$ cat src/hw/rtl/edtq_pkg.sv
`timescale 1ns / 1ps

package edtq_pkg;

    localparam int REMAIN_W    = 16;
    localparam int TAG_W       = 16;
    localparam int ID_W        = 32;
    localparam int PEND_W      = 5;
    localparam int MAX_RESULTS = 16;
    localparam int NFIRE_W     = $clog2(MAX_RESULTS + 1);

    typedef enum logic [1:0] {
        KIND_SCHEDULE = 2'd0,
        KIND_TICK     = 2'd1,
        KIND_CANCEL   = 2'd2,
        KIND_SHUTDOWN = 2'd3
    } kind_t;

    typedef enum logic [1:0] {
        STAT_DONE    = 2'd0,
        STAT_FIRED   = 2'd1,
        STAT_FULL    = 2'd2,
        STAT_STOPPED = 2'd3
    } status_t;

    typedef struct packed {
        logic [REMAIN_W-1:0] remaining;
        logic [TAG_W-1:0]    tag;
        logic [ID_W-1:0]     id;
    } slot_t;

    typedef struct packed {
        status_t             status;
        logic [TAG_W-1:0]    fired_tag;
        logic [ID_W-1:0]     timer_id;
        logic [PEND_W-1:0]   pending_total;
        logic                last;
    } result_t;

endpackage

$ cat src/hw/rtl/edtq_slot_ram.sv
`timescale 1ns / 1ps

module edtq_slot_ram #(
    parameter int DEPTH = 16,
    parameter int AW    = 4
) (
    input  logic            clk,
    input  logic            we,
    input  logic [AW-1:0]   waddr,
    input  edtq_pkg::slot_t wdata,
    input  logic            re,
    input  logic [AW-1:0]   raddr,
    output edtq_pkg::slot_t rdata
);
    import edtq_pkg::*;

    slot_t mem [DEPTH];
    slot_t rdata_reg;

    always_ff @(posedge clk)
    begin
        if (we)
        begin
            mem[waddr] <= wdata;
        end
        if (re)
        begin
            rdata_reg <= mem[raddr];
        end
    end

    assign rdata = rdata_reg;

endmodule

$ cat src/hw/rtl/edtq_seq.sv
`timescale 1ns / 1ps

module edtq_seq #(
    parameter int TIMER_SLOTS = 16,
    parameter int AW          = 4,
    parameter int CW          = 5
) (
    input  logic                          clk,
    input  logic                          rst_n,
    input  logic                          in_valid,
    output logic                          in_ready,
    input  edtq_pkg::kind_t               in_kind,
    input  logic [edtq_pkg::REMAIN_W-1:0] in_delay,
    input  logic [edtq_pkg::TAG_W-1:0]    in_tag,
    output logic                          res_valid,
    input  logic                          res_ready,
    output edtq_pkg::result_t             res,
    output logic                          mem_we,
    output logic [AW-1:0]                 mem_waddr,
    output edtq_pkg::slot_t               mem_wdata,
    output logic                          mem_re,
    output logic [AW-1:0]                 mem_raddr,
    input  edtq_pkg::slot_t               mem_rdata
);
    import edtq_pkg::*;

    localparam int PW = (CW > PEND_W) ? CW : PEND_W;

    typedef enum logic [2:0] {
        S_IDLE,
        S_SCAN_RD,
        S_SCAN_EV,
        S_PACK_RD,
        S_PACK_EV,
        S_FINISH
    } state_t;

    state_t                 state_reg, state_next;
    logic [CW-1:0]          count_reg, count_next;
    logic [ID_W-1:0]        idc_reg, idc_next;
    logic                   stopped_reg, stopped_next;
    logic [CW-1:0]          scan_reg, scan_next;
    logic [CW-1:0]          pack_reg, pack_next;
    logic [NFIRE_W-1:0]     n_reg, n_next;
    logic                   pass_reg, pass_next;
    logic [TIMER_SLOTS-1:0] fired_reg, fired_next;
    logic                   hold_valid_reg, hold_valid_next;
    result_t                hold_reg, hold_next;

    logic [AW-1:0]          idx;
    logic                   due;
    logic [CW-1:0]          count_inc;
    logic [PW-1:0]          pend_inc_w, pend_cnt_w, pend_fire_w, pend_pack_w;

    assign idx         = scan_reg[AW-1:0];
    assign due         = !fired_reg[idx] && (mem_rdata.remaining == REMAIN_W'(pass_reg));
    assign count_inc   = count_reg + CW'(1);
    assign pend_inc_w  = PW'(count_inc);
    assign pend_cnt_w  = PW'(count_reg);
    assign pend_fire_w = PW'(count_reg) - PW'(n_reg) - PW'(1);
    assign pend_pack_w = PW'(pack_reg);

    always_comb
    begin
        state_next      = state_reg;
        count_next      = count_reg;
        idc_next        = idc_reg;
        stopped_next    = stopped_reg;
        scan_next       = scan_reg;
        pack_next       = pack_reg;
        n_next          = n_reg;
        pass_next       = pass_reg;
        fired_next      = fired_reg;
        hold_valid_next = hold_valid_reg;
        hold_next       = hold_reg;
        in_ready        = (state_reg == S_IDLE);
        res_valid       = 1'b0;
        res             = hold_reg;
        mem_we          = 1'b0;
        mem_waddr       = pack_reg[AW-1:0];
        mem_wdata       = mem_rdata;
        mem_re          = 1'b0;
        mem_raddr       = idx;

        unique case (state_reg)
            S_IDLE:
            begin
                if (in_valid)
                begin
                    hold_next.fired_tag     = '0;
                    hold_next.timer_id      = '0;
                    hold_next.pending_total = '0;
                    hold_next.last          = 1'b1;
                    hold_next.status        = STAT_DONE;
                    unique case (in_kind)
                        KIND_SCHEDULE:
                        begin
                            idc_next           = idc_reg + ID_W'(1);
                            hold_next.timer_id = idc_reg;
                            hold_valid_next    = 1'b1;
                            state_next         = S_FINISH;
                            if (stopped_reg)
                            begin
                                hold_next.status        = STAT_STOPPED;
                                hold_next.pending_total = pend_cnt_w[PEND_W-1:0];
                            end
                            else if (count_reg == CW'(TIMER_SLOTS))
                            begin
                                hold_next.status        = STAT_FULL;
                                hold_next.pending_total = pend_cnt_w[PEND_W-1:0];
                            end
                            else
                            begin
                                mem_we                  = 1'b1;
                                mem_waddr               = count_reg[AW-1:0];
                                mem_wdata.remaining     = in_delay;
                                mem_wdata.tag           = in_tag;
                                mem_wdata.id            = idc_reg;
                                count_next              = count_inc;
                                hold_next.pending_total = pend_inc_w[PEND_W-1:0];
                            end
                        end
                        KIND_TICK:
                        begin
                            hold_valid_next = 1'b0;
                            scan_next       = '0;
                            pack_next       = '0;
                            n_next          = '0;
                            pass_next       = 1'b0;
                            fired_next      = '0;
                            state_next      = S_SCAN_RD;
                        end
                        KIND_CANCEL:
                        begin
                            count_next      = '0;
                            hold_valid_next = 1'b1;
                            state_next      = S_FINISH;
                        end
                        KIND_SHUTDOWN:
                        begin
                            count_next      = '0;
                            stopped_next    = 1'b1;
                            hold_valid_next = 1'b1;
                            state_next      = S_FINISH;
                        end
                        default:
                        begin
                            state_next = S_IDLE;
                        end
                    endcase
                end
            end
            S_SCAN_RD:
            begin
                if (n_reg == NFIRE_W'(MAX_RESULTS))
                begin
                    scan_next  = '0;
                    state_next = S_PACK_RD;
                end
                else if (scan_reg < count_reg)
                begin
                    mem_re     = 1'b1;
                    state_next = S_SCAN_EV;
                end
                else if (!pass_reg)
                begin
                    pass_next = 1'b1;
                    scan_next = '0;
                end
                else
                begin
                    scan_next  = '0;
                    state_next = S_PACK_RD;
                end
            end
            S_SCAN_EV:
            begin
                if (!due)
                begin
                    scan_next  = scan_reg + CW'(1);
                    state_next = S_SCAN_RD;
                end
                else if (!hold_valid_reg || res_ready)
                begin
                    res_valid               = hold_valid_reg;
                    hold_valid_next         = 1'b1;
                    hold_next.status        = STAT_FIRED;
                    hold_next.fired_tag     = mem_rdata.tag;
                    hold_next.timer_id      = mem_rdata.id;
                    hold_next.pending_total = pend_fire_w[PEND_W-1:0];
                    hold_next.last          = 1'b0;
                    fired_next[idx]         = 1'b1;
                    n_next                  = n_reg + NFIRE_W'(1);
                    scan_next               = scan_reg + CW'(1);
                    state_next              = S_SCAN_RD;
                end
            end
            S_PACK_RD:
            begin
                if (scan_reg < count_reg)
                begin
                    mem_re     = 1'b1;
                    state_next = S_PACK_EV;
                end
                else
                begin
                    count_next     = pack_reg;
                    hold_next.last = 1'b1;
                    if (!hold_valid_reg)
                    begin
                        hold_valid_next         = 1'b1;
                        hold_next.status        = STAT_DONE;
                        hold_next.fired_tag     = '0;
                        hold_next.timer_id      = '0;
                        hold_next.pending_total = pend_pack_w[PEND_W-1:0];
                    end
                    state_next = S_FINISH;
                end
            end
            S_PACK_EV:
            begin
                if (!fired_reg[idx])
                begin
                    mem_we    = 1'b1;
                    mem_wdata.remaining = (mem_rdata.remaining != '0)
                                          ? mem_rdata.remaining - REMAIN_W'(1) : '0;
                    pack_next = pack_reg + CW'(1);
                end
                scan_next  = scan_reg + CW'(1);
                state_next = S_PACK_RD;
            end
            S_FINISH:
            begin
                res_valid = 1'b1;
                if (res_ready)
                begin
                    hold_valid_next = 1'b0;
                    state_next      = S_IDLE;
                end
            end
            default:
            begin
                state_next = S_IDLE;
            end
        endcase
    end

    always_ff @(posedge clk or negedge rst_n)
    begin
        if (!rst_n)
        begin
            state_reg      <= S_IDLE;
            count_reg      <= '0;
            idc_reg        <= '0;
            stopped_reg    <= 1'b0;
            scan_reg       <= '0;
            pack_reg       <= '0;
            n_reg          <= '0;
            pass_reg       <= 1'b0;
            fired_reg      <= '0;
            hold_valid_reg <= 1'b0;
        end
        else
        begin
            state_reg      <= state_next;
            count_reg      <= count_next;
            idc_reg        <= idc_next;
            stopped_reg    <= stopped_next;
            scan_reg       <= scan_next;
            pack_reg       <= pack_next;
            n_reg          <= n_next;
            pass_reg       <= pass_next;
            fired_reg      <= fired_next;
            hold_valid_reg <= hold_valid_next;
        end
    end

    always_ff @(posedge clk)
    begin
        hold_reg <= hold_next;
    end

`ifndef SYNTH
    a_idle_no_hold: assert property (@(posedge clk) disable iff (!rst_n)
        (state_reg == S_IDLE) |-> !hold_valid_reg)
        else $error("held result left over in idle");

    a_fire_bound: assert property (@(posedge clk) disable iff (!rst_n)
        n_reg <= NFIRE_W'(MAX_RESULTS))
        else $error("too many firings on one tick");

    a_count_bound: assert property (@(posedge clk) disable iff (!rst_n)
        count_reg <= CW'(TIMER_SLOTS))
        else $error("slot count beyond table size");

    a_stopped_empty: assert property (@(posedge clk) disable iff (!rst_n)
        stopped_reg |-> (count_reg == '0))
        else $error("timers pending after shutdown");

    a_pack_behind_scan: assert property (@(posedge clk) disable iff (!rst_n)
        (state_reg == S_PACK_EV) |-> (pack_reg <= scan_reg))
        else $error("compaction write overtook read");
`endif

endmodule

$ cat src/hw/rtl/earliest_deadline_timer_queue.sv
`timescale 1ns / 1ps

// one-shot timer table held in a single-port-read, single-port-write slot memory. schedule,
// cancel all and shutdown each hand one result to the output port. a tick walks the pending slots
// three times through the memory (due now, due next, then compaction with decrement), with a
// read state and an evaluate state per slot per walk, and it can stall while the result port is
// busy; ids come from a 32-bit counter that advances on every schedule request
module earliest_deadline_timer_queue #(
    parameter int TIMER_SLOTS = 16
) (
    input  logic        clk,
    input  logic        rst_n,
    input  logic        s_axis_tvalid,
    output logic        s_axis_tready,
    input  logic [31:0] s_axis_tdata,   // delay_ticks, callback_tag
    input  logic [1:0]  s_axis_tuser,   // kind
    output logic        m_axis_tvalid,
    input  logic        m_axis_tready,
    output logic [55:0] m_axis_tdata,   // fired_tag, timer_id, pending_total, zero pad
    output logic [1:0]  m_axis_tuser,   // status
    output logic        m_axis_tlast
);
    import edtq_pkg::*;

    localparam int AW = (TIMER_SLOTS > 1) ? $clog2(TIMER_SLOTS) : 1;
    localparam int CW = $clog2(TIMER_SLOTS + 1);

    logic          res_valid;
    logic          res_ready;
    result_t       res;
    logic          mem_we;
    logic [AW-1:0] mem_waddr;
    slot_t         mem_wdata;
    logic          mem_re;
    logic [AW-1:0] mem_raddr;
    slot_t         mem_rdata;

    logic          out_valid_reg;
    result_t       out_reg;

    edtq_seq #(
        .TIMER_SLOTS (TIMER_SLOTS),
        .AW          (AW),
        .CW          (CW)
    ) u_seq (
        .clk       (clk),
        .rst_n     (rst_n),
        .in_valid  (s_axis_tvalid),
        .in_ready  (s_axis_tready),
        .in_kind   (kind_t'(s_axis_tuser)),
        .in_delay  (s_axis_tdata[15:0]),
        .in_tag    (s_axis_tdata[31:16]),
        .res_valid (res_valid),
        .res_ready (res_ready),
        .res       (res),
        .mem_we    (mem_we),
        .mem_waddr (mem_waddr),
        .mem_wdata (mem_wdata),
        .mem_re    (mem_re),
        .mem_raddr (mem_raddr),
        .mem_rdata (mem_rdata)
    );

    edtq_slot_ram #(
        .DEPTH (TIMER_SLOTS),
        .AW    (AW)
    ) u_ram (
        .clk   (clk),
        .we    (mem_we),
        .waddr (mem_waddr),
        .wdata (mem_wdata),
        .re    (mem_re),
        .raddr (mem_raddr),
        .rdata (mem_rdata)
    );

    // result register
    assign res_ready = !out_valid_reg || m_axis_tready;

    always_ff @(posedge clk or negedge rst_n)
    begin
        if (!rst_n)
        begin
            out_valid_reg <= 1'b0;
        end
        else if (res_valid && res_ready)
        begin
            out_valid_reg <= 1'b1;
        end
        else if (m_axis_tready)
        begin
            out_valid_reg <= 1'b0;
        end
    end

    always_ff @(posedge clk)
    begin
        if (res_valid && res_ready)
        begin
            out_reg <= res;
        end
    end

    assign m_axis_tvalid = out_valid_reg;
    assign m_axis_tuser  = out_reg.status;
    assign m_axis_tlast  = out_reg.last;
    assign m_axis_tdata  = {3'b000, out_reg.pending_total, out_reg.timer_id, out_reg.fired_tag};

endmodule
$ cat config.mk
export PLATFORM = sky130hd
export DESIGN_NAME = earliest_deadline_timer_queue
export DESIGN_NICKNAME = d
export VERILOG_FILES = /design/src/hw/rtl/edtq_pkg.sv /design/src/hw/rtl/edtq_slot_ram.sv /design/src/hw/rtl/edtq_seq.sv /design/src/hw/rtl/earliest_deadline_timer_queue.sv
export SDC_FILE = /design/constraint.sdc
export NUM_CORES = 1
export LEC_CHECK = 0
export BUFFER_PORTS_ARGS = -buffer_cell sky130_fd_sc_hd__buf_2
export CORE_MARGIN = 2
export CORE_UTILIZATION = 50
export CTS_CLUSTER_DIAMETER = 60
export CTS_CLUSTER_SIZE = 8
export DETAILED_ROUTE_END_ITERATION = 10
export PLACE_DENSITY = 0.7
export SLEW_MARGIN = 20
export SYNTH_ARGS = -nofsm -noshare
export SYNTH_HDL_FRONTEND = slang
export SYNTH_HIERARCHICAL = 1
export SYNTH_SLANG_ARGS = --single-unit
export TNS_END_PERCENT = 30
$ cat constraint.sdc
create_clock -name clk -period 10 [get_ports clk]
set_input_delay 1 -clock clk [delete_from_list [all_inputs] [get_ports clk]]
set_output_delay 1 -clock clk [all_outputs]
set_load 0.02 [all_outputs]
======== Yosys cells after proc, flatten, opt, wreduce, memory -nomap -nowiden ========
Memories as Yosys holds them, arrays and structs flattened. A register that Yosys moved wholly into a read port is not among the register bits.
Cells that the tools add are included.
storage, ports and cells
  input bits .............................. 38
  output and inout bits ................... 61
  flip-flop bits (word level) ............. 187
  logic and storage cells ................. 178
  memories ................................ 1
  ROM bits ................................ 0
  RAM bits ................................ 1024
  bits in latches ......................... 0
operators by class
  mux-type cells .......................... 87
  bitwise operators ....................... 1
  $mul .................................... 0
  divide/modulo/power cells ............... 0
  add/sub/neg operators ................... 8
  equality and inequality tests ........... 25
  reduce and logical (&&, ||, !) cells .... 32
  magnitude comparators ................... 3
  shifts and indexed selects .............. 0
memory list
  name       depth  bits a word  read ports  clocked after memory_dff  write ports  RTL line             RTL
  u_ram.mem  16     64           1           1                         1            edtq_slot_ram.sv:17  slot_t mem [DEPTH];
operators with widths
  operator                                                              count
  64-bit 2-to-1 mux                                                     4
  56-bit 2-to-1 mux                                                     4
  56-bit case mux with 3 select lines                                   1
  16-bit 2-to-1 mux                                                     6
  5-bit 2-to-1 mux                                                      13
  16-bit case mux with 2 select lines                                   2
  55-bit 2-to-1 mux                                                     1
  48-bit 2-to-1 mux                                                     1
  5-bit case mux with 2 select lines                                    4
  37-bit 2-to-1 mux                                                     1
  32-bit by 1-bit adder with 32-bit output, second input constant       1
  1-bit 2-to-1 mux                                                      24
  3-bit 2-to-1 mux                                                      7
  5-bit by 1-bit adder with 5-bit output, second input constant         4
  4-bit 2-to-1 mux                                                      5
  5-bit case mux with 4 select lines                                    1
  5-bit AND reduction                                                   4
  3-bit case mux with 6 select lines                                    1
  16-bit by 1-bit == test with 1-bit output                             1
  16-bit OR                                                             1
  16-bit nonzero test                                                   1
  16-bit by 1-bit subtractor with 16-bit output, second input constant  1
  2-bit inequality test, second input constant                          7
  4-bit AND reduction                                                   3
  other kinds (33)                                                      58

======== Logic depth before layout (Yosys ltp) ========
  depth in word-level cells ............... 8
  mapped depth ............................ 11
  gate-level depth less buffers ........... 9

======== Cells and area by module ========
The synthesis kept the hierarchy.
modules (own cells, without submodules)
  module                         times used  area each (µm²)  sequential area each (µm²)  cells each
  edtq_slot_ram                  1           40222.3          32671.3                     1647
  edtq_seq                       1           7811.2           3533.4                      812
  earliest_deadline_timer_queue  1           1761.7           1706.6                      64

======== Least setup slack after synthesis ========
OpenSTA, ideal clock, no wires.
  path type ............................... input to register
  from .................................... input port s_axis_tuser[1]
  to ...................................... memory u_ram/mem[0][0] (netlist name) (enable)
  data required time ...................... 9.435 ns
  slack ................................... 1.883 ns
  path buffers ............................ 1
  library setup time ...................... 0.565 ns
  cell stages on the path ................. 8
  arrival time ............................ 7.552 ns
  path through ............................ clkbuf_1 -> or4b_2 -> nor2_2 -> o21ai_0 -> nor2_2 -> o21ai_0 -> or3b_2 -> nor3_1
between the ends
  elaborated cells between the ends (all ways) .. 9
  those cells by class .................... 8 x mux; 1 x reduce/logical
RTL lines
  what                    RTL line                             RTL
  start: declaration      earliest_deadline_timer_queue.sv:16  input logic [1:0] s_axis_tuser,
  2-bit zero test         edtq_seq.sv:95                       unique case (in_kind)
  4-bit 2-to-1 mux        edtq_seq.sv:95
  4-bit 2-to-1 mux        edtq_seq.sv:88                       if (in_valid)
  4-bit 2-to-1 mux        edtq_seq.sv:85                       unique case (state_reg)
  named net mem_waddr[2]  earliest_deadline_timer_queue.sv:32  logic [AW-1:0] mem_waddr;
  end: declaration        edtq_slot_ram.sv:17
The timed path passes the listed nets, and every way through them passes these cells.

======== Worst setup path after layout ========
  from .................................... register u_seq.stopped_reg
  to ...................................... memory u_ram/mem[1][52] (netlist name) (enable)
between the ends
  elaborated cells between the ends (all ways) .. 10
  those cells by class .................... 10 x mux
RTL lines
  what                      RTL line                             RTL
  start: declaration        edtq_seq.sv:41                       logic stopped_reg, stopped_next;
  start signal: assignment  edtq_seq.sv:268                      stopped_reg <= stopped_next;
  4-bit 2-to-1 mux          edtq_seq.sv:102                      if (stopped_reg)
  4-bit 2-to-1 mux          edtq_seq.sv:95
  4-bit 2-to-1 mux          edtq_seq.sv:88
  4-bit 2-to-1 mux          edtq_seq.sv:85
  named net mem_waddr[2]    earliest_deadline_timer_queue.sv:32
The timed path passes the listed nets, and every way through them passes these cells.

==> reports/results.ini <==
[status]
status = complete, no violations

[floorplanning]
fp.dieH_microns = 320
rows = 115
core_sq_mm = 0.0986
start_util_pct = 50.5
die_w_microns = 320
die_area_sq_mm = 0.102
pin_count = 99

[power_and_ir_drop]
ir_drop_v = 0.000304
cellLeakagePower_nw = 18.5
finalPower_mw = 17.0
power_density_mw_per_mm2 = 298

[clocking]
cts.clk_slew.worst_paths_ns = 0.05
clock-sinks = 1275
postCtsHoldBufs = 0
post_cts_buffers = 0
cts-root-buf = clkbuf_16
cts_resized = 0
cts_tree = done
numCtsBuffers = 177
clockBufferDepth = 3
insertion_delay_ns = 0.78
htreeDepth = 4

[global_route]
gr-usage-all-layers_pct = 23.0
grt_max_degree = 155
antenna_found_initial = 1
grt_pass1_vias = 26600
grt_pass1_wl_microns = 173000
grt-ovfl-total = 0

[finish]
layout-drive-gt1-share_pct = 24.2
diodes = 0
final_util_pct = 57.7
final_cells = 4084
largest_reg_flops = 1024
syn2layout_area_growth_pct = 14.3
nets = 2782

[sta]
min_period_ns = 5.33
layout_setup_ws_ns = 4.67
finalHoldViolations = 0
post-route-period-util_pct = 53.3
worstMarginPinSlew_ns = 1.16
fmax_mhz = 188
clock_skew_ns = 0.0630
final-setup-viol-count = 0
timing.slew.headroom_pct = 22.8
drv_slew = 0
finalSetupTns_ns = 0
rsz0062_at_grt = no

[synthesis]
yosysTopAreaCellShare_pct = 72.4
yosys.area.top_type = edfxtp_1
synth_enable_flop_cells = 1200
synth.distinct_cells = 75
ys_seq_area_share_pct = 76.1
syn_inst = 2523
synth.cell_area_sq_mm = 0.0498
postSynth.asyncResetShare_pct = 5.88
yosysMostFrequentCell = edfxtp_1
ys_top_cells_by_count = edfxtp_1, mux4_2, nand2_1, a22oi_1, dfrtp_1
ys.warnings.count = 6
ys.flop_type = edfxtp_1
synth.area.top_cells = edfxtp_1, mux4_2, dfrtp_1, a22oi_1, nand2_1
syn_area_per_cell_sq_um = 19.7
yosys_register_bits = 1275

[critical_path]
critPathMaxFanout = 45
worstPathArrival_ns = 5.70
crit_type = reg -> reg
end_kind = flop
worstRegToRegCells = 9
cp.required_ns = 10.37
start_kind = flop

[routing]
routed-wl-met2_microns = 56100
remaining_drc_errors = 0
num_vias = 25800
drtAntennaViolNets = 0
routed_wl_microns = 116000
top_layer = met4
wl_met3_microns = 9770
avgViaCountPerCell = 6.33
drtIter0Drc = 3166
m1WireLength_microns = 47200
drtPass1Iterations = 5
post_drt_wl_per_cell_microns = 28.4

[placed_design]
dp_hpwl_microns = 65000
routabilityCongestion = 0.881
io_buffers = 95
dpl_worst_slack_ns = 4.17
place_inst = 3828

[flow_run]
max_cap_viol_count = 0

[hold_path]
hold_class = in -> async

## power by group
group / switching (mW) / total (mW) / internal (mW)
logic: 2.54 / 3.82 / 1.28
clock network: 2.14 / 5.37 / 3.23
registers: 0.362 / 7.76 / 7.40
total: 5.04 / 17.0 / 11.9
## worst max-delay path: stages, from the launching register on
cell and delay [ns]:
dfrtp_1 0.47, or4b_2 0.76, nor2_2 0.38, o21ai_0 0.37, nor2_4 0.18, buf_4 0.42
o21ai_0 0.31, or3b_2 0.64, nor2_4 0.57, buf_4 0.70
## area by class of cell
type | instances | area, sq um
inverters | 33 | 124
clock inverters | 15 | 304
well taps | 1287 | 1610
flip-flops and latches | 1275 | 37900
fillers | 6997 | 41700
repair buffers | 149 | 965
clock buffers | 238 | 4680
multi-input cells | 1087 | 11300
## per-stage QoR
step / instance area (sq um) / hold WS, ns
6_report: 56900 / 0.105
5_1_grt: 56900 / 0.0818
4_1_cts: 56900 / 0.0590
3_5_place_dp: 51900 / 0.405
3_3_place_gp: 51800 / 0.401
2_1_floorplan: 49800 / 0.400
## per-layer routing
metal  up-vias  global-route usage, %
li1      10700                      -
met1     13600                   32.3
met2      1349                   36.7
met3       195                   4.41
met4         0                   7.41
met5         -                      0
## final timing paths
check | end | startpoint | slack [ns]
setup / recovery | u_ram/mem[1][52] | u_seq/stopped_reg | 4.67
max in group asynchronous | u_seq/scan_reg[0] | rst_n | 8.72
setup reg to reg | u_ram/mem[1][52] | u_seq/stopped_reg | 4.67
hold / removal | u_seq/fired_reg[1] | rst_n | 0.10
hold reg to reg | m_axis_tdata[49] | u_seq/res[2] | 0.41
min in group clk | m_axis_tdata[49] | u_seq/res[2] | 0.41
## cells in the final DEF (no fill, tap or decap), drive strengths merged, types with 11 or more instances in the layout
master / synthesis / routed
a21oi: 24 / 24
a22o: 45 / 45
a22oi: 141 / 141
and3: 24 / 24
buf: 65 / 149
clkbuf: 65 / 238
dfrtp: 75 / 75
edfxtp: 1200 / 1200
ha: 20 / 20
inv: 33 / 39
mux2: 28 / 28
mux2i: 14 / 14
mux4: 256 / 256
nand2: 191 / 191
nand3: 37 / 37
nand4: 13 / 13
nor2: 53 / 53
nor2b: 11 / 11
nor3: 22 / 22
o21ai: 47 / 47
o31ai: 12 / 12
xnor2: 27 / 27
xor2: 16 / 16
## logic make-up after synthesis
logic type	synth area share, %
other	0.00753
multiplexers	12.5
adder cells (fa/ha/maj)	0.543
AO/OA/AOI/OAI	4.56
flip-flops	76.1
AND/OR/NAND/NOR	3.94
buffers and inverters	1.57
XOR/XNOR	0.756
Power figures use the tool's default switching activity.
